[config.mk]
export PLATFORM = sky130hd
export DESIGN_NAME = kv_binary_request_deframer
export DESIGN_NICKNAME = d
export VERILOG_FILES = /design/src/rtl/kvbrd_pkg.sv /design/src/rtl/kvbrd_opcode_decode.sv /design/src/rtl/kv_binary_request_deframer.sv
export SDC_FILE = /design/constraint.sdc
export NUM_CORES = 1
export LEC_CHECK = 0
export BUFFER_PORTS_ARGS = -buffer_cell sky130_fd_sc_hd__buf_4
export CAP_MARGIN = 30
export CORE_ASPECT_RATIO = 0.7
export CORE_MARGIN = 2
export CORE_UTILIZATION = 45
export DETAILED_ROUTE_END_ITERATION = 16
export PLACE_DENSITY_LB_ADDON = 0.15
export SLEW_MARGIN = 20
export SYNTH_ARGS = -nofsm -noshare
export SYNTH_HDL_FRONTEND = slang
export SYNTH_SLANG_ARGS = --single-unit
[constraint.sdc]
create_clock -name clk -period 6.3 [get_ports clk]
set_clock_uncertainty 0.05 [all_clocks]
set_input_delay 0.315 -clock clk [delete_from_list [all_inputs] [get_ports clk]]
set_output_delay 0.315 -clock clk [all_outputs]
set_load 0.1 [all_outputs]
[src/rtl/kvbrd_pkg.sv]
`default_nettype none

package kvbrd_pkg;

  localparam int HEADER_BYTES     = 24;
  localparam int LEN_BITS_DEFAULT = 32;
  localparam int KEY_LEN_W        = 16;
  localparam int EXTRAS_LEN_W     = 8;
  localparam int HDR_IDX_W        = 5;

  // Positions within the request header.
  localparam logic [HDR_IDX_W-1:0] HDR_MAGIC     = 5'd0;
  localparam logic [HDR_IDX_W-1:0] HDR_OPCODE    = 5'd1;
  localparam logic [HDR_IDX_W-1:0] HDR_KEY_HI    = 5'd2;
  localparam logic [HDR_IDX_W-1:0] HDR_KEY_LO    = 5'd3;
  localparam logic [HDR_IDX_W-1:0] HDR_EXTRAS    = 5'd4;
  localparam logic [HDR_IDX_W-1:0] HDR_DTYPE     = 5'd5;
  localparam logic [HDR_IDX_W-1:0] HDR_BODY0     = 5'd8;
  localparam logic [HDR_IDX_W-1:0] HDR_BODY1     = 5'd9;
  localparam logic [HDR_IDX_W-1:0] HDR_BODY2     = 5'd10;
  localparam logic [HDR_IDX_W-1:0] HDR_BODY3     = 5'd11;
  localparam logic [HDR_IDX_W-1:0] HDR_LEN_CHECK = 5'd12;
  localparam logic [HDR_IDX_W-1:0] HDR_LAST      = HDR_IDX_W'(HEADER_BYTES - 1);

  localparam logic [7:0] MAGIC_REQUEST  = 8'h80;
  localparam logic [7:0] MAGIC_RESPONSE = 8'h81;
  localparam logic [7:0] DATA_TYPE_RAW  = 8'h00;

  localparam logic [7:0] OP_GET        = 8'h00;
  localparam logic [7:0] OP_SET        = 8'h01;
  localparam logic [7:0] OP_ADD        = 8'h02;
  localparam logic [7:0] OP_REPLACE    = 8'h03;
  localparam logic [7:0] OP_DELETE     = 8'h04;
  localparam logic [7:0] OP_INCREMENT  = 8'h05;
  localparam logic [7:0] OP_DECREMENT  = 8'h06;
  localparam logic [7:0] OP_QUIT       = 8'h07;
  localparam logic [7:0] OP_FLUSH      = 8'h08;
  localparam logic [7:0] OP_GETQ       = 8'h09;
  localparam logic [7:0] OP_NOOP       = 8'h0a;
  localparam logic [7:0] OP_VERSION    = 8'h0b;
  localparam logic [7:0] OP_GETK       = 8'h0c;
  localparam logic [7:0] OP_GETKQ      = 8'h0d;
  localparam logic [7:0] OP_APPEND     = 8'h0e;
  localparam logic [7:0] OP_PREPEND    = 8'h0f;
  localparam logic [7:0] OP_STAT       = 8'h10;
  localparam logic [7:0] OP_SETQ       = 8'h11;
  localparam logic [7:0] OP_ADDQ       = 8'h12;
  localparam logic [7:0] OP_REPLACEQ   = 8'h13;
  localparam logic [7:0] OP_DELETEQ    = 8'h14;
  localparam logic [7:0] OP_INCREMENTQ = 8'h15;
  localparam logic [7:0] OP_DECREMENTQ = 8'h16;
  localparam logic [7:0] OP_QUITQ      = 8'h17;
  localparam logic [7:0] OP_FLUSHQ     = 8'h18;
  localparam logic [7:0] OP_APPENDQ    = 8'h19;
  localparam logic [7:0] OP_PREPENDQ   = 8'h1a;
  localparam logic [7:0] OP_TOUCH      = 8'h1c;
  localparam logic [7:0] OP_GAT        = 8'h1d;
  localparam logic [7:0] OP_GATQ       = 8'h1e;

  localparam logic [1:0] SEC_HEADER = 2'd0;
  localparam logic [1:0] SEC_EXTRAS = 2'd1;
  localparam logic [1:0] SEC_KEY    = 2'd2;
  localparam logic [1:0] SEC_VALUE  = 2'd3;

  typedef enum logic [2:0] {
    PH_HEADER = 3'd0,
    PH_EXTRAS = 3'd1,
    PH_KEY    = 3'd2,
    PH_VALUE  = 3'd3,
    PH_ERROR  = 3'd4
  } phase_t;

  typedef enum logic [3:0] {
    CLS_SET     = 4'd0,
    CLS_ADD     = 4'd1,
    CLS_REPLACE = 4'd2,
    CLS_APPEND  = 4'd3,
    CLS_PREPEND = 4'd4,
    CLS_GET     = 4'd5,
    CLS_DELETE  = 4'd6,
    CLS_INCR    = 4'd7,
    CLS_DECR    = 4'd8,
    CLS_TOUCH   = 4'd9,
    CLS_STATS   = 4'd10,
    CLS_VERSION = 4'd11,
    CLS_QUIT    = 4'd12,
    CLS_FLUSH   = 4'd13
  } cmd_class_t;

  typedef struct packed {
    cmd_class_t cls;
    logic       quiet;
    logic       ret_key;
  } flags_t;

  typedef struct packed {
    logic   known;
    flags_t flags;
  } decode_t;

endpackage

`default_nettype wire

[src/rtl/kvbrd_opcode_decode.sv]
`default_nettype none

module kvbrd_opcode_decode
  import kvbrd_pkg::*;
(
  input  wire logic [7:0] opcode,
  output decode_t         decoded
);

  function automatic decode_t mk(input cmd_class_t cls, input logic quiet,
                                 input logic ret_key);
    decode_t d;
    d.known         = 1'b1;
    d.flags.cls     = cls;
    d.flags.quiet   = quiet;
    d.flags.ret_key = ret_key;
    return d;
  endfunction

  // No-op is deliberately absent and so counts as unknown.
  always_comb begin
    case (opcode)
      OP_SET:        decoded = mk(CLS_SET, 1'b0, 1'b0);
      OP_SETQ:       decoded = mk(CLS_SET, 1'b1, 1'b0);
      OP_ADD:        decoded = mk(CLS_ADD, 1'b0, 1'b0);
      OP_ADDQ:       decoded = mk(CLS_ADD, 1'b1, 1'b0);
      OP_REPLACE:    decoded = mk(CLS_REPLACE, 1'b0, 1'b0);
      OP_REPLACEQ:   decoded = mk(CLS_REPLACE, 1'b1, 1'b0);
      OP_APPEND:     decoded = mk(CLS_APPEND, 1'b0, 1'b0);
      OP_APPENDQ:    decoded = mk(CLS_APPEND, 1'b1, 1'b0);
      OP_PREPEND:    decoded = mk(CLS_PREPEND, 1'b0, 1'b0);
      OP_PREPENDQ:   decoded = mk(CLS_PREPEND, 1'b1, 1'b0);
      OP_GET:        decoded = mk(CLS_GET, 1'b0, 1'b0);
      OP_GETQ:       decoded = mk(CLS_GET, 1'b1, 1'b0);
      OP_GETK:       decoded = mk(CLS_GET, 1'b0, 1'b1);
      OP_GETKQ:      decoded = mk(CLS_GET, 1'b1, 1'b1);
      OP_DELETE:     decoded = mk(CLS_DELETE, 1'b0, 1'b0);
      OP_DELETEQ:    decoded = mk(CLS_DELETE, 1'b1, 1'b0);
      OP_INCREMENT:  decoded = mk(CLS_INCR, 1'b0, 1'b0);
      OP_INCREMENTQ: decoded = mk(CLS_INCR, 1'b1, 1'b0);
      OP_DECREMENT:  decoded = mk(CLS_DECR, 1'b0, 1'b0);
      OP_DECREMENTQ: decoded = mk(CLS_DECR, 1'b1, 1'b0);
      OP_TOUCH:      decoded = mk(CLS_TOUCH, 1'b0, 1'b0);
      OP_GAT:        decoded = mk(CLS_TOUCH, 1'b0, 1'b0);
      OP_GATQ:       decoded = mk(CLS_TOUCH, 1'b0, 1'b0);
      OP_STAT:       decoded = mk(CLS_STATS, 1'b0, 1'b0);
      OP_VERSION:    decoded = mk(CLS_VERSION, 1'b0, 1'b0);
      OP_QUIT:       decoded = mk(CLS_QUIT, 1'b0, 1'b0);
      OP_QUITQ:      decoded = mk(CLS_QUIT, 1'b1, 1'b0);
      OP_FLUSH:      decoded = mk(CLS_FLUSH, 1'b0, 1'b0);
      OP_FLUSHQ:     decoded = mk(CLS_FLUSH, 1'b1, 1'b0);
      default:       decoded = decode_t'('0);
    endcase
  end

endmodule

`default_nettype wire

[src/rtl/kv_binary_request_deframer.sv]
// Channel   Direction  Handshake                 Payload
// data      in         data_valid / data_stall   data_byte
// result    out        result_valid / result_stall
//                                                byte_out, section, section_last,
//                                                request_done, command_class,
//                                                quiet_flag, return_key_flag,
//                                                parse_error
//
// One byte per cycle unless stalled; each taken byte yields a registered result.
// The result register is refilled in the cycle it is taken, so the rate is
// set only by the section counter and the result register.
// The value length and the length check are worked out on header byte 12,
// leaving the last header byte with only the opcode decode and a select.
// rst is synchronous and active high; after it the block expects a header.
// A stall on the result side stalls the data side only while a result waits.
`default_nettype none

module kv_binary_request_deframer
  import kvbrd_pkg::*;
#(
  parameter int LEN_BITS = LEN_BITS_DEFAULT
) (
  input  wire logic       clk,
  input  wire logic       rst,
  input  wire logic       data_valid,
  output logic            data_stall,
  input  wire logic [7:0] data_byte,
  output logic            result_valid,
  input  wire logic       result_stall,
  output logic [7:0]      byte_out,
  output logic [1:0]      section,
  output logic            section_last,
  output logic            request_done,
  output logic [3:0]      command_class,
  output logic            quiet_flag,
  output logic            return_key_flag,
  output logic            parse_error
);

  localparam int DIFF_W = LEN_BITS + 2;

  phase_t                    phase, phase_next;
  logic [HDR_IDX_W-1:0]      header_index, header_index_next;
  logic [KEY_LEN_W-1:0]      key_len, key_len_next;
  logic [EXTRAS_LEN_W-1:0]   extras_len, extras_len_next;
  logic [LEN_BITS-1:0]       body_len, body_len_next;
  logic [LEN_BITS-1:0]       value_len, value_len_next;
  logic [LEN_BITS-1:0]       remaining, remaining_next;
  logic [7:0]                opcode, opcode_next;
  logic                      header_bad, header_bad_next;
  logic                      len_bad, len_bad_next;
  flags_t                    flags, flags_next;

  logic                      take;
  decode_t                   decoded;
  logic [DIFF_W-1:0]         len_diff;
  logic                      header_last;
  logic                      header_fail;
  logic                      remaining_one;
  phase_t                    adv_phase;
  logic [LEN_BITS-1:0]       adv_len;
  logic                      adv_done;

  logic [1:0]                sec_c;
  logic                      last_c;
  logic                      done_c;
  logic                      err_c;

  kvbrd_opcode_decode u_decode (
    .opcode  (opcode),
    .decoded (decoded)
  );

  assign data_stall    = result_valid && result_stall;
  assign take          = data_valid && !data_stall;
  assign len_diff      = DIFF_W'(body_len) - DIFF_W'(key_len) - DIFF_W'(extras_len);
  assign header_last   = (header_index == HDR_LAST);
  assign header_fail   = header_bad || !decoded.known || len_bad;
  assign remaining_one = (remaining[LEN_BITS-1:1] == '0);

  // Next non-empty section after the current one.
  always_comb begin
    adv_phase = PH_HEADER;
    adv_len   = '0;
    adv_done  = 1'b1;
    case (phase)
      PH_HEADER: begin
        if (extras_len != '0) begin
          adv_phase = PH_EXTRAS;
          adv_len   = LEN_BITS'(extras_len);
          adv_done  = 1'b0;
        end else if (key_len != '0) begin
          adv_phase = PH_KEY;
          adv_len   = LEN_BITS'(key_len);
          adv_done  = 1'b0;
        end else if (value_len != '0) begin
          adv_phase = PH_VALUE;
          adv_len   = value_len;
          adv_done  = 1'b0;
        end
      end
      PH_EXTRAS: begin
        if (key_len != '0) begin
          adv_phase = PH_KEY;
          adv_len   = LEN_BITS'(key_len);
          adv_done  = 1'b0;
        end else if (value_len != '0) begin
          adv_phase = PH_VALUE;
          adv_len   = value_len;
          adv_done  = 1'b0;
        end
      end
      PH_KEY: begin
        if (value_len != '0) begin
          adv_phase = PH_VALUE;
          adv_len   = value_len;
          adv_done  = 1'b0;
        end
      end
      default: begin
        adv_done = 1'b1;
      end
    endcase
  end

  always_comb begin
    phase_next        = phase;
    header_index_next = header_index;
    key_len_next      = key_len;
    extras_len_next   = extras_len;
    body_len_next     = body_len;
    value_len_next    = value_len;
    remaining_next    = remaining;
    opcode_next       = opcode;
    header_bad_next   = header_bad;
    len_bad_next      = len_bad;
    flags_next        = flags;
    case (phase)
      PH_HEADER: begin
        case (header_index)
          HDR_MAGIC: begin
            header_bad_next = (data_byte != MAGIC_REQUEST) &&
                              (data_byte != MAGIC_RESPONSE);
            flags_next      = flags_t'('0);
          end
          HDR_OPCODE: opcode_next = data_byte;
          HDR_KEY_HI: key_len_next = {data_byte, 8'h00};
          HDR_KEY_LO: key_len_next = {key_len[KEY_LEN_W-1:8], data_byte};
          HDR_EXTRAS: extras_len_next = data_byte;
          HDR_DTYPE: header_bad_next = header_bad || (data_byte != DATA_TYPE_RAW);
          HDR_BODY0, HDR_BODY1, HDR_BODY2, HDR_BODY3: begin
            body_len_next = {body_len[LEN_BITS-9:0], data_byte};
          end
          HDR_LEN_CHECK: begin
            value_len_next = len_diff[LEN_BITS-1:0];
            len_bad_next   = len_diff[DIFF_W-1];
          end
          default: begin
            header_bad_next = header_bad;
          end
        endcase
        if (header_last) begin
          header_index_next = '0;
          if (header_fail) begin
            phase_next = PH_ERROR;
            flags_next = flags_t'('0);
          end else begin
            phase_next     = adv_phase;
            remaining_next = adv_len;
            flags_next     = decoded.flags;
          end
        end else begin
          header_index_next = header_index + HDR_IDX_W'(1);
        end
      end
      PH_EXTRAS, PH_KEY, PH_VALUE: begin
        if (remaining_one) begin
          phase_next     = adv_phase;
          remaining_next = adv_len;
        end else begin
          remaining_next = remaining - LEN_BITS'(1);
        end
      end
      default: begin
        phase_next = PH_ERROR;
        flags_next = flags_t'('0);
      end
    endcase
  end

  always_comb begin
    sec_c  = SEC_HEADER;
    last_c = 1'b0;
    done_c = 1'b0;
    err_c  = 1'b0;
    case (phase)
      PH_HEADER: begin
        last_c = header_last;
        err_c  = header_last && header_fail;
        done_c = header_last && !header_fail && adv_done;
      end
      PH_EXTRAS: begin
        sec_c  = SEC_EXTRAS;
        last_c = remaining_one;
        done_c = remaining_one && adv_done;
      end
      PH_KEY: begin
        sec_c  = SEC_KEY;
        last_c = remaining_one;
        done_c = remaining_one && adv_done;
      end
      PH_VALUE: begin
        sec_c  = SEC_VALUE;
        last_c = remaining_one;
        done_c = remaining_one && adv_done;
      end
      default: begin
        err_c = 1'b1;
      end
    endcase
  end

  always_ff @(posedge clk) begin
    if (rst) begin
      phase        <= PH_HEADER;
      header_index <= '0;
      remaining    <= '0;
      header_bad   <= 1'b0;
      len_bad      <= 1'b0;
      flags        <= flags_t'('0);
    end else if (take) begin
      phase        <= phase_next;
      header_index <= header_index_next;
      remaining    <= remaining_next;
      header_bad   <= header_bad_next;
      len_bad      <= len_bad_next;
      flags        <= flags_next;
    end
  end

  always_ff @(posedge clk) begin
    if (take) begin
      key_len    <= key_len_next;
      extras_len <= extras_len_next;
      body_len   <= body_len_next;
      value_len  <= value_len_next;
      opcode     <= opcode_next;
    end
  end

  always_ff @(posedge clk) begin
    if (rst) begin
      result_valid <= 1'b0;
    end else if (take) begin
      result_valid <= 1'b1;
    end else if (!result_stall) begin
      result_valid <= 1'b0;
    end
  end

  always_ff @(posedge clk) begin
    if (take) begin
      byte_out        <= data_byte;
      section         <= sec_c;
      section_last    <= last_c;
      request_done    <= done_c;
      command_class   <= flags_next.cls;
      quiet_flag      <= flags_next.quiet;
      return_key_flag <= flags_next.ret_key;
      parse_error     <= err_c;
    end
  end

  a_error_sticky: assert property (@(posedge clk) disable iff (rst)
    phase == PH_ERROR |=> phase == PH_ERROR)
    else $error("error phase was left without reset");

  a_index_outside_header: assert property (@(posedge clk) disable iff (rst)
    phase != PH_HEADER |-> header_index == '0)
    else $error("header index not cleared outside the header");

  a_section_count_live: assert property (@(posedge clk) disable iff (rst)
    (phase == PH_EXTRAS || phase == PH_KEY || phase == PH_VALUE) |-> remaining != '0)
    else $error("section entered with nothing left to transfer");

  a_error_flags_clear: assert property (@(posedge clk) disable iff (rst)
    phase == PH_ERROR |-> flags == flags_t'('0))
    else $error("command flags held while in error");

  a_done_is_last: assert property (@(posedge clk) disable iff (rst)
    result_valid && request_done |-> section_last && !parse_error)
    else $error("request completion without a section end");

endmodule

`default_nettype wire
* Word level (Yosys, flattened, before mapping)
Memory sizes are Yosys's and may differ from the RTL's. A register that Yosys moved wholly into a read port is not among the register bits.
Index checks and enable logic that the tools add are counted.
** Operators by class
- Add/subtract/negate cells :: 4
- Eq/ne operators :: 20
- Muxes and demuxes :: 35
- Bitwise logic cells :: 1
- Reduce and logical (&&, ||, !) cells :: 36
** Operators by type and width (count)
- 32-bit two-way mux :: 6
- 32-bit one-hot mux with 3 select lines :: 1
- 32-bit one-hot mux with 2 select lines :: 1
- 33-bit by 9-bit subtractor with 34-bit output :: 1
- 32-bit by 16-bit subtractor with 33-bit output :: 1
- 16-bit one-hot mux with 2 select lines :: 1
- 32-bit nonzero test :: 1
- 32-bit by 1-bit subtractor with 32-bit output, second input constant :: 1
- 31-bit logical NOT :: 1
- 5-bit by 4-bit == test with 1-bit output, second input constant :: 5
- 3-bit AND reduction :: 7
- 6-bit two-way mux :: 3
- 8-bit != test, second input constant :: 2
- 16-bit nonzero test :: 1
- 8-bit nonzero test :: 2
- 2-bit one-hot mux with 3 select lines :: 2
- 6-bit one-hot mux with 2 select lines :: 1
- 5-bit by 2-bit == test with 1-bit output, second input constant :: 2
- 5-bit by 3-bit == test with 1-bit output, second input constant :: 2
- 5-bit two-way mux :: 2
- 3-bit two-way mux :: 3
- 1-bit one-hot mux with 2 select lines :: 4
- 4-bit AND reduction :: 2
- 1-bit logical AND :: 7
- other kinds (21) :: 37
** Word-level totals
- Bits in registers :: 164
- ROM bits :: 224
- Input bits :: 12
- Output and inout bits :: 21
- Logic and storage cells :: 120
- Memories :: 1
** Memory list
- (name not given) :: words 32, width 7, rd ports 1, clocked after memory_dff 1, write ports 0, line kvbrd_opcode_decode.sv:22 : case (opcode)

* Depth between registers and ports, before layout
Gate-level depths: netlist (run 1).
- Depth in word-level cells :: 9
- Depth in mapped cells :: 18
- Depth with buffers taken out :: 17

* Cells and area by module
From an unflattened synthesis (run 1), not the netlist that was laid out.
** Unflattened totals
- Cell total of the unflattened synthesis :: 999
- Area total of the unflattened synthesis :: 9630.5 sq um
** By module, submodules not included
- kv_binary_request_deframer :: instances 1, cells an instance 942, area an instance 9220.1 sq um, sequential area each 4434.3 sq um
- kvbrd_opcode_decode :: instances 1, cells an instance 57, area an instance 410.4 sq um, sequential area each 0.0 sq um

* Least setup slack after synthesis (run 1)
OpenSTA, ideal clock, no wires.
- Path type :: flip-flop to flip-flop
- From :: register result_valid
- To :: register body_len[0], enable pin
- Library setup time :: 0.513 ns
- Arrival time :: 5.555 ns
- Required time :: 5.737 ns
- Path slack :: 0.182 ns
- Stages on the path, launching flop included :: 7
- Buffers on the path :: 1
- Period minus slack after synthesis :: 6.118 ns
- Cell sequence :: dfxtp_1 -> nand2_1 -> nand2_1 -> inv_1 -> clkbuf_1 -> nand2_1 -> nor4b_1
** Between the ends
- Longest elaborated chain between the ends :: 4
** RTL lines
- start: declaration :: line kv_binary_request_deframer.sv:28 : output logic result_valid,
- start signal: assignment :: line kv_binary_request_deframer.sv:253 : result_valid <= 1'b0;
- start signal: assignment :: line kv_binary_request_deframer.sv:255 : result_valid <= 1'b1;
- start signal: assignment :: line kv_binary_request_deframer.sv:257 : result_valid <= 1'b0;
- 1-bit logical AND :: line kv_binary_request_deframer.sv:74 : assign data_stall = result_valid && result_stall;
- 1-bit logical NOT :: line kv_binary_request_deframer.sv:75 : assign take = data_valid && !data_stall;
- 1-bit logical AND :: line kv_binary_request_deframer.sv:75
- via take :: line kv_binary_request_deframer.sv:54 : logic take;
- 3-bit AND reduction (no source line)
- end signal: assignment :: line kv_binary_request_deframer.sv:245 : body_len <= body_len_next;
- end: declaration :: line kv_binary_request_deframer.sv:46 : logic [LEN_BITS-1:0] body_len, body_len_next;
The timed path passes the listed nets, and every way through them passes these cells.
A chain may end at the register's enable or synchronous reset.

* Worst setup path after layout (run 1)
- From :: register key_len[0]
- To :: register value_len[31], data pin
** Between the ends
- Longest elaborated chain between the ends :: 2
** RTL lines
- start: declaration :: line kv_binary_request_deframer.sv:44 : logic [KEY_LEN_W-1:0] key_len, key_len_next;
- start signal: assignment :: line kv_binary_request_deframer.sv:243 : key_len <= key_len_next;
- 32-bit by 16-bit subtractor with 33-bit output :: line kv_binary_request_deframer.sv:76 : assign len_diff = DIFF_W'(body_len) - DIFF_W'(key_len) - DIFF_W'(extras_len);
- 33-bit by 9-bit subtractor with 34-bit output :: line kv_binary_request_deframer.sv:76
- via len_diff[31] :: line kv_binary_request_deframer.sv:56 : logic [DIFF_W-1:0] len_diff;
- end signal: assignment :: line kv_binary_request_deframer.sv:246 : value_len <= value_len_next;
- end: declaration :: line kv_binary_request_deframer.sv:47 : logic [LEN_BITS-1:0] value_len, value_len_next;
The timed path passes the listed nets, and every way through them passes these cells.

==> results.md, run 1 <==
* Outcome: finished clean
* RSZ-0062 raised after global routing: no
* Yosys Warn Count at 0
* VDD IR max at 0.203 mV
* Internal reg-to-reg setup slack at 1.88 ns
* CP Max Fanout at 5
* Slew HR at 0.340
* Top Ports at 33
* Top delay family on crit path: simple AND/OR/NAND/NOR gates
* Setup TNS Final at 0 ns
* Register area at 0.00457 mm2
* First-pass GRT wire length at 40400 um
* Row cnt at 44
* Worst Tran Pin Value at 0.982 ns
* Layout cells sized above 1 at 0.0989
* WL final at 25400 um
* Initial Util at 0.460
* Hold Violations, Final at 0
* Pwr Density at 225 mW/mm2
* Mapped Cells at 985
* CTS tree: done
* Drc violations at 0
* Post-layout min period at 4.42 ns
* Iter 0 DRT Violations at 864
* Die footprint at 0.0225 mm2
* Max H-tree Level at 4
* Mapped cell area at 0.00958 mm2
* Setup crit end kind: register
* Crit path kind: register to register
* Number of cells on the critical path at 15
* Diode count at 0
* Slowest-stage cell, CP: or3_1
* Synth cell types at 79
* Worst R2R Path Depth at 15
* Clock slew at reported path FFs at 0.07 ns
* CP Launch Type: register
* Max cap viols at 0
* Drt wl/cell at 19.6 um
* Die Y at 126 um
* DP HPWL at 18800 um
* Required time worst endpoint at 6.44 ns
* Filler cells at 1914
* R2r endpoint: value_len[31]
* Setup Slack @ Placement at 1.92 ns
* Worst skew pair latency at 0.45 ns
* FFs w/ async S/R, synth at 0
* Vias post-DR at 7677
* Setup Fix Bufs, Post-CTS at 0
* Clk buf depth at 2
* Avg Inst Size Synth at 9.72 um2
* Cts bufs inserted at 17
* GRT Total Usage at 0.236
* Vias in the first global route at 6939
* Yosys top cell area share at 0.361
* Crit path DAT at 4.56 ns
* Critical R2R Launch: key_len[0]
* Final GP Congestion at 0.936
* Post-synthesis sequential area ratio at 0.478
* Final nets at 1058
* Largest net degree at the start of global routing at 50
* Initial antenna violation count at 1
* Area of the multi-input gates at 0.00470 mm2
* Top cells by area, synth: edfxtp_1, dfxtp_1, ha_1
* Buf/Inv on CP at 0
* IO Port Bufs at 32
* GRT Residual Overflow at 0
* Clk sinks at 171
* DRT antenna net count at 0
* FMAX at 226 MHz
* Worst stage delay on the critical path at 0.48 ns
* Die Wd at 178 um
* Yosys reg bits at 171
* Worst Setup EP: value_len[31]
* TritonRoute pass-1 iters at 5
* Fin crit share at 0.702
* DR vias/cell at 5.92
* Worst hold path class: input pin to register
* Area grow syn2layout at 11.1%
* CP startpoint: key_len[0]
* Crit path cell chain: ha_1 -> fa_1 -> nand2b_1 -> a21oi_1 -> nor2_1 -> xnor2_1 -> ha_1 -> nand2b_1 -> or3b_2 -> o21ai_0 -> a21oi_1 -> or3_1 -> nor4_4 -> nand4_1 -> xor2_1
* Number of flops mapped to enable cells by yosys at 115
* Max-slew violation count at 0
* Syn nets at 1035
* Largest area contributor in the netlist: edfxtp_1
* CTS hold repair buffers at 0
* Post_cts resized at 0
* Top_reg_cell synth: edfxtp_1
* Static leakage at 3.88 nW
* CTS root buf: clkbuf_16
* Setup WS post-layout at 1.88 ns
* CORE AREA at 0.0208 mm2
* Setup violators final at 0
==> per-layer routing <==
metal	share of wire	vias up	global-route usage
met5	0	-	0
met4	0.0093	0	0.0507
met3	0.081	21	0.0531
met2	0.37	275	0.281
met1	0.54	3648	0.410
li1	-	3733	-
==> registers in the layout (all words and copies together) (netlist names), named ones only <==
| name | flops |
|---|---|
| section | 2 |
| parse_error | 1 |
| extras_len | 8 |
| remaining | 32 |
| header_index | 5 |
| header_bad | 1 |
| byte_out | 8 |
| key_len | 16 |
| return_key_flag | 1 |
| flags | 6 |
| section_last | 1 |
| request_done | 1 |
| command_class | 4 |
| value_len | 32 |
| quiet_flag | 1 |
| len_bad | 1 |
| phase | 3 |
| result_valid | 1 |
| body_len | 32 |
| opcode | 8 |
==> cells by family after synthesis <==
logic type	after synthesis	synth area share
multiplexers	9	0.00967
buffers and inverters	81	0.0341
flip-flops	171	0.478
adder cells (fa/ha/maj)	38	0.0512
XOR/XNOR	62	0.0567
AND/OR/NAND/NOR	380	0.202
AO/OA/AOI/OAI	244	0.169
==> layout make-up <==
| class | count | area share |
|---|---|---|
| Clock buffer | 18 | 0.0403 |
| Timing Repair Buffer | 44 | 0.0306 |
| Sequential cell | 171 | 0.430 |
| Multi-Input combinational cell | 733 | 0.442 |
| Inverter | 41 | 0.0145 |
| Clock inverter | 14 | 0.0106 |
| Tap cell | 276 | 0.0324 |
==> metrics by stage <==
stage | hold slack (ns) | util | cell area (um2) | power [mW] | cells
2_1_floorplan | 0.364 | - | 9580 | 1.38 | 985
3_3_place_gp | 0.382 | 0.485 | 10100 | 1.43 | 1263
3_5_place_dp | 0.399 | 0.485 | 10100 | 1.43 | 1265
4_1_cts | 0.0360 | 0.511 | 10600 | 2.41 | 1297
5_1_grt | 0.0689 | 0.511 | 10600 | 2.47 | 1297
6_report | 0.0539 | 0.511 | 10600 | 2.40 | 1297
==> synthesized netlist by cell type, types with 3 or more instances <==
cell type  number
a211oi_1       13
nand4_1        15
nor3_1         43
edfxtp_1      115
o21a_1          3
dfxtp_1        56
and4_1          3
inv_1          41
or3_1           8
nand2_1        92
a31oi_1         5
nand2b_1       15
a32o_1          3
a21oi_1        66
and3_1         16
nor3b_1         6
buf_2           9
nor2_1         86
o211ai_1        4
mux2i_1         7
nand4b_1        3
xor2_1         27
ha_1           36
o32ai_1         4
o22ai_1        11
nand3_1        28
a21o_1         13
a211o_1         3
nor2b_1        13
or2_2           7
o21ai_0        48
xnor2_1        35
clkbuf_1       29
o31ai_1         5
nor4_2          3
nor4_1         24
a22o_1          8
a22oi_1        31
==> how the worst min path moves through the flow <==
stage / slack (ns) / startpoint / to / cells past startpoint
finish: 0.05 / data_valid / result_valid / 3
global route: 0.07 / data_valid / result_valid / 3
CTS: 0.04 / data_valid / result_valid / 3
detailed placement: 0.40 / flags[0] / flags[0] / 2
global placement: 0.38 / body_len[0] / body_len[8] / 0
floorplan: 0.36 / data_byte[0] / body_len[0] / 0
==> worst register-to-register path, delay by kind of cell (launching register included) <==
family,cells,cell delay [ns]
and+or+nand+nor,7,2.11
adders and majority gates,3,0.87
DFF,1,0.44
xor gates and xnor gates,2,0.37
AOI/OAI and AO/OA,3,0.35
==> cells in the final DEF, fill, tap and decap left out, types with 4 or more instances in the layout <==
| master | count |
|---|---|
| clkbuf_16 | 17 |
| or3_1 | 8 |
| o21ai_0 | 48 |
| ha_1 | 36 |
| buf_4 | 42 |
| edfxtp_1 | 115 |
| xnor2_1 | 35 |
| inv_1 | 41 |
| nor4_2 | 4 |
| nand3_1 | 28 |
| o31ai_1 | 5 |
| a31oi_1 | 5 |
| a21oi_1 | 66 |
| nor3b_1 | 5 |
| xor2_1 | 27 |
| nor2_1 | 86 |
| o22ai_1 | 11 |
| a211oi_1 | 13 |
| or2_2 | 7 |
| nor3_1 | 43 |
| nor2b_1 | 13 |
| a22oi_1 | 31 |
| nand2b_1 | 15 |
| nand2_1 | 92 |
| nand4_1 | 15 |
| mux2i_1 | 7 |
| a21o_1 | 13 |
| o32ai_1 | 4 |
| o211ai_1 | 4 |
| and3_1 | 16 |
| nor4_1 | 23 |
| dfxtp_1 | 56 |
| a22o_1 | 8 |
==> power breakdown <==
group	leakage [nW]	internal [mW]	switching, mW
Sequential	1.49	1.21	0.0106
Clock	0.261	0.512	0.476
Combinational	2.12	0.0516	0.137
Total	3.88	1.77	0.623
No activity file was read; power rests on OpenSTA's default activity.
==> inputs of run 2 (changes only) <==
- clock period: 6.3 -> 4.57 ns (I/O delays scaled with it)
==> results.md, run 2 (synthesis results as in run 1) <==
* Drt wl/cell at 19.3 um (-1.6%)
* Die Wd at 178 um (unchanged)
* Required time worst endpoint at 4.70 ns (-1.74 ns)
* Hold Path End: extras_len[3]
* Initial antenna violation count at 0 (-1)
* IO Port Bufs at 32 (unchanged)
* Worst Tran Pin Value at 0.819 ns (-0.163 ns)
* WL final at 25300 um (-0.68%)
* R2r endpoint: value_len[31]
* Vias post-DR at 7786 (+1.4%)
* Placed insts at 1270 (+0.40%)
* Most common cell after layout, fill and taps aside: edfxtp_1
* Commonest cells after routing, fill and taps aside: edfxtp_1, nand2_1, nor2_1
* Worst R2R Path Depth at 15 (unchanged)
* GRT Total Usage at 0.231 (-0.00480)
* Largest registers: body_len (32), remaining (32), value_len (32)
* Static leakage at 3.96 nW (+2.1%)
* Setup violators final at 0 (unchanged)
* Clk sinks at 171 (unchanged)
* CP Max Fanout at 5 (unchanged)
* Die footprint at 0.0225 mm2 (unchanged)
* Internal reg-to-reg setup slack at 0.20 ns (-1.67 ns)
* FMAX at 229 MHz (+1.3%)
* Sequential power share at 0.491 (-0.018)
* Hold Violations, Final at 0 (unchanged)
* Top delay family on crit path: simple AND/OR/NAND/NOR gates
* Top Ports at 33 (unchanged)
* Diode count at 0 (unchanged)
* Critical R2R Launch: key_len[0]
* Internal at 2.58 mW (+45%)
* Switch Pwr at 0.851 mW (+36%)
* Gate power share at 0.077 (about the same)
* Clock slew at reported path FFs at 0.07 ns (about the same)
* Drc violations at 0 (unchanged)
* Largest net degree at the start of global routing at 50 (unchanged)
* Outcome: finished clean
* Crit path DAT at 4.50 ns (-0.06 ns)
* Max-slew violation count at 0 (unchanged)
* Die Y at 126 um (unchanged)
* DP HPWL at 18500 um (-1.2%)
* Vias in the first global route at 6936 (-0.043%)
* Max cap viols at 0 (unchanged)
* Iter 0 DRT Violations at 915 (+5.9%)
* DR vias/cell at 5.95 (+0.49%)
* Worst skew pair latency at 0.44 ns (about the same)
* Crit path cell chain: ha_1 -> fa_1 -> nand2b_1 -> a21oi_1 -> nor2_1 -> xnor2_1 -> ha_1 -> nand2b_1 -> or3b_2 -> o21ai_0 -> a21oi_1 -> or3_1 -> nor4_4 -> nand4_1 -> xor2_1
* DRT antenna net count at 0 (unchanged)
* Pwr Density at 317 mW/mm2 (+41%)
* Layout cells sized above 1 at 0.104 (+0.00466)
* Setup Slack @ Placement at 0.218 ns (-1.70 ns)
* Hold Path Depth at 1 (-2)
* Hold Worst Slack at 0.0202 ns (-0.0337 ns)
* Slowest-stage cell, CP: or3_1
* Hold_sp: data_byte[3]
* GRT Residual Overflow at 0 (unchanged)
* Final nets at 1070 (+1.1%)
* Setup WS post-layout at 0.204 ns (-1.67 ns)
* Setup crit end kind: register
* Worst hold path class: input pin to register
* Post-layout min period at 4.37 ns (-0.0576 ns)
* Initial Util at 0.460 (unchanged)
* First-pass GRT wire length at 39700 um (-1.6%)
* Cts bufs inserted at 17 (unchanged)
* Clk buf depth at 2 (unchanged)
* Crit path kind: register to register
* CP Launch Type: register
* Buf/Inv on CP at 0 (unchanged)
* Final GP Congestion at 0.923 (-1.5%)
* Max H-tree Level at 4 (unchanged)
* Row cnt at 44 (unchanged)
* Slew HR at 0.440 (+0.0997)
* VDD IR max at 0.266 mV (+31%)
* Cell Count, Final, Fillers Out at 1309 (+0.93%)
* CORE AREA at 0.0208 mm2 (unchanged)
* Power share of the clock group at 0.431 (+0.019)
* Area grow syn2layout at 12.9%
* Fin crit share at 0.955 (+0.253)
* CTS root buf: clkbuf_16
* Worst stage delay on the critical path at 0.48 ns (about the same)
* TritonRoute pass-1 iters at 6 (+1)
* Sw Ratio at 0.248 (-0.0117)
* CTS tree: done
[run 2: cell types whose count changed in the layout (fill, tap and decap cells not counted), sizes merged]
cell | before | now
inv | 46 | 48
buf | 44 | 50
clkinv | 6 | 2
bufinv | 0 | 2
dlygate4sd3 | 0 | 6
[run 2: per-stage QoR]
step	setup TNS (ns)	cell area, um2	util	power (mW)
2_1_floorplan	0	9580	-	1.90
3_3_place_gp	0	10100	0.487	1.97
3_5_place_dp	0	10100	0.488	1.97
4_1_cts	0	10800	0.519	3.45
5_1_grt	-0.000451	10800	0.520	3.54
6_report	0	10800	0.520	3.43
[run 2: final cells by class]
class | instances | area (um2)
tap | 276 | 345
multi-input combinational | 733 | 4710
fill | 1836 | 10000
clock buffer | 18 | 439
inverter | 41 | 154
sequential | 171 | 4570
clock inverter | 14 | 155
timing repair buffer | 56 | 433
[run 2: power by group through the flow]
stage / combinational [mW] / clock [mW] / sequential (mW)
global placement: 0.257 / 0 / 1.72
global route: 0.286 / 1.57 / 1.68
floorplan: 0.120 / 0 / 1.78
CTS: 0.263 / 1.50 / 1.68
detailed placement: 0.258 / 0 / 1.72
finish: 0.265 / 1.48 / 1.68
[run 2: how the worst max path moves through the flow]
stage	startpoint	endpoint	slack, ns	cells past startpoint
finish	key_len[0]	value_len[31]	0.20	15
global route	key_len[4]	value_len[23]	-0.0005	17
CTS	key_len[0]	value_len[31]	0.20	15
detailed placement	key_len[0]	value_len[31]	0.22	15
global placement	key_len[0]	value_len[31]	0.32	16
floorplan	result_valid	body_len[0]	0.03	6
[run 2: timing repair]
| item | CTS | global route |
|---|---|---|
| setup buffers | 0 | 1 |
| endpoints found under the setup margin | 0 | 4 |
| resized for setup | 0 | 0 |
| hold buffers | 6 | 0 |
| hold endpoints to repair | 14 | 0 |
[run 2: worst reg2reg max path: stages (launching register included)]
cell	delay (ns)
edfxtp_1	0.44
ha_1	0.25
fa_1	0.40
nand2b_1	0.22
a21oi_1	0.22
nor2_1	0.11
xnor2_1	0.16
ha_1	0.20
nand2b_1	0.19
or3b_2	0.45
o21ai_0	0.09
a21oi_1	0.07
or3_1	0.48
nor4_4	0.38
nand4_1	0.20
xor2_1	0.21
[run 2: routing by layer]
layer  vias to the layer above  share of wire  global-route usage
li1                       3747              -                   -
met1                      3681           0.52               0.390
met2                       337           0.38               0.280
met3                        21          0.093              0.0664
met4                         0         0.0061              0.0450
met5                         -              0                   0
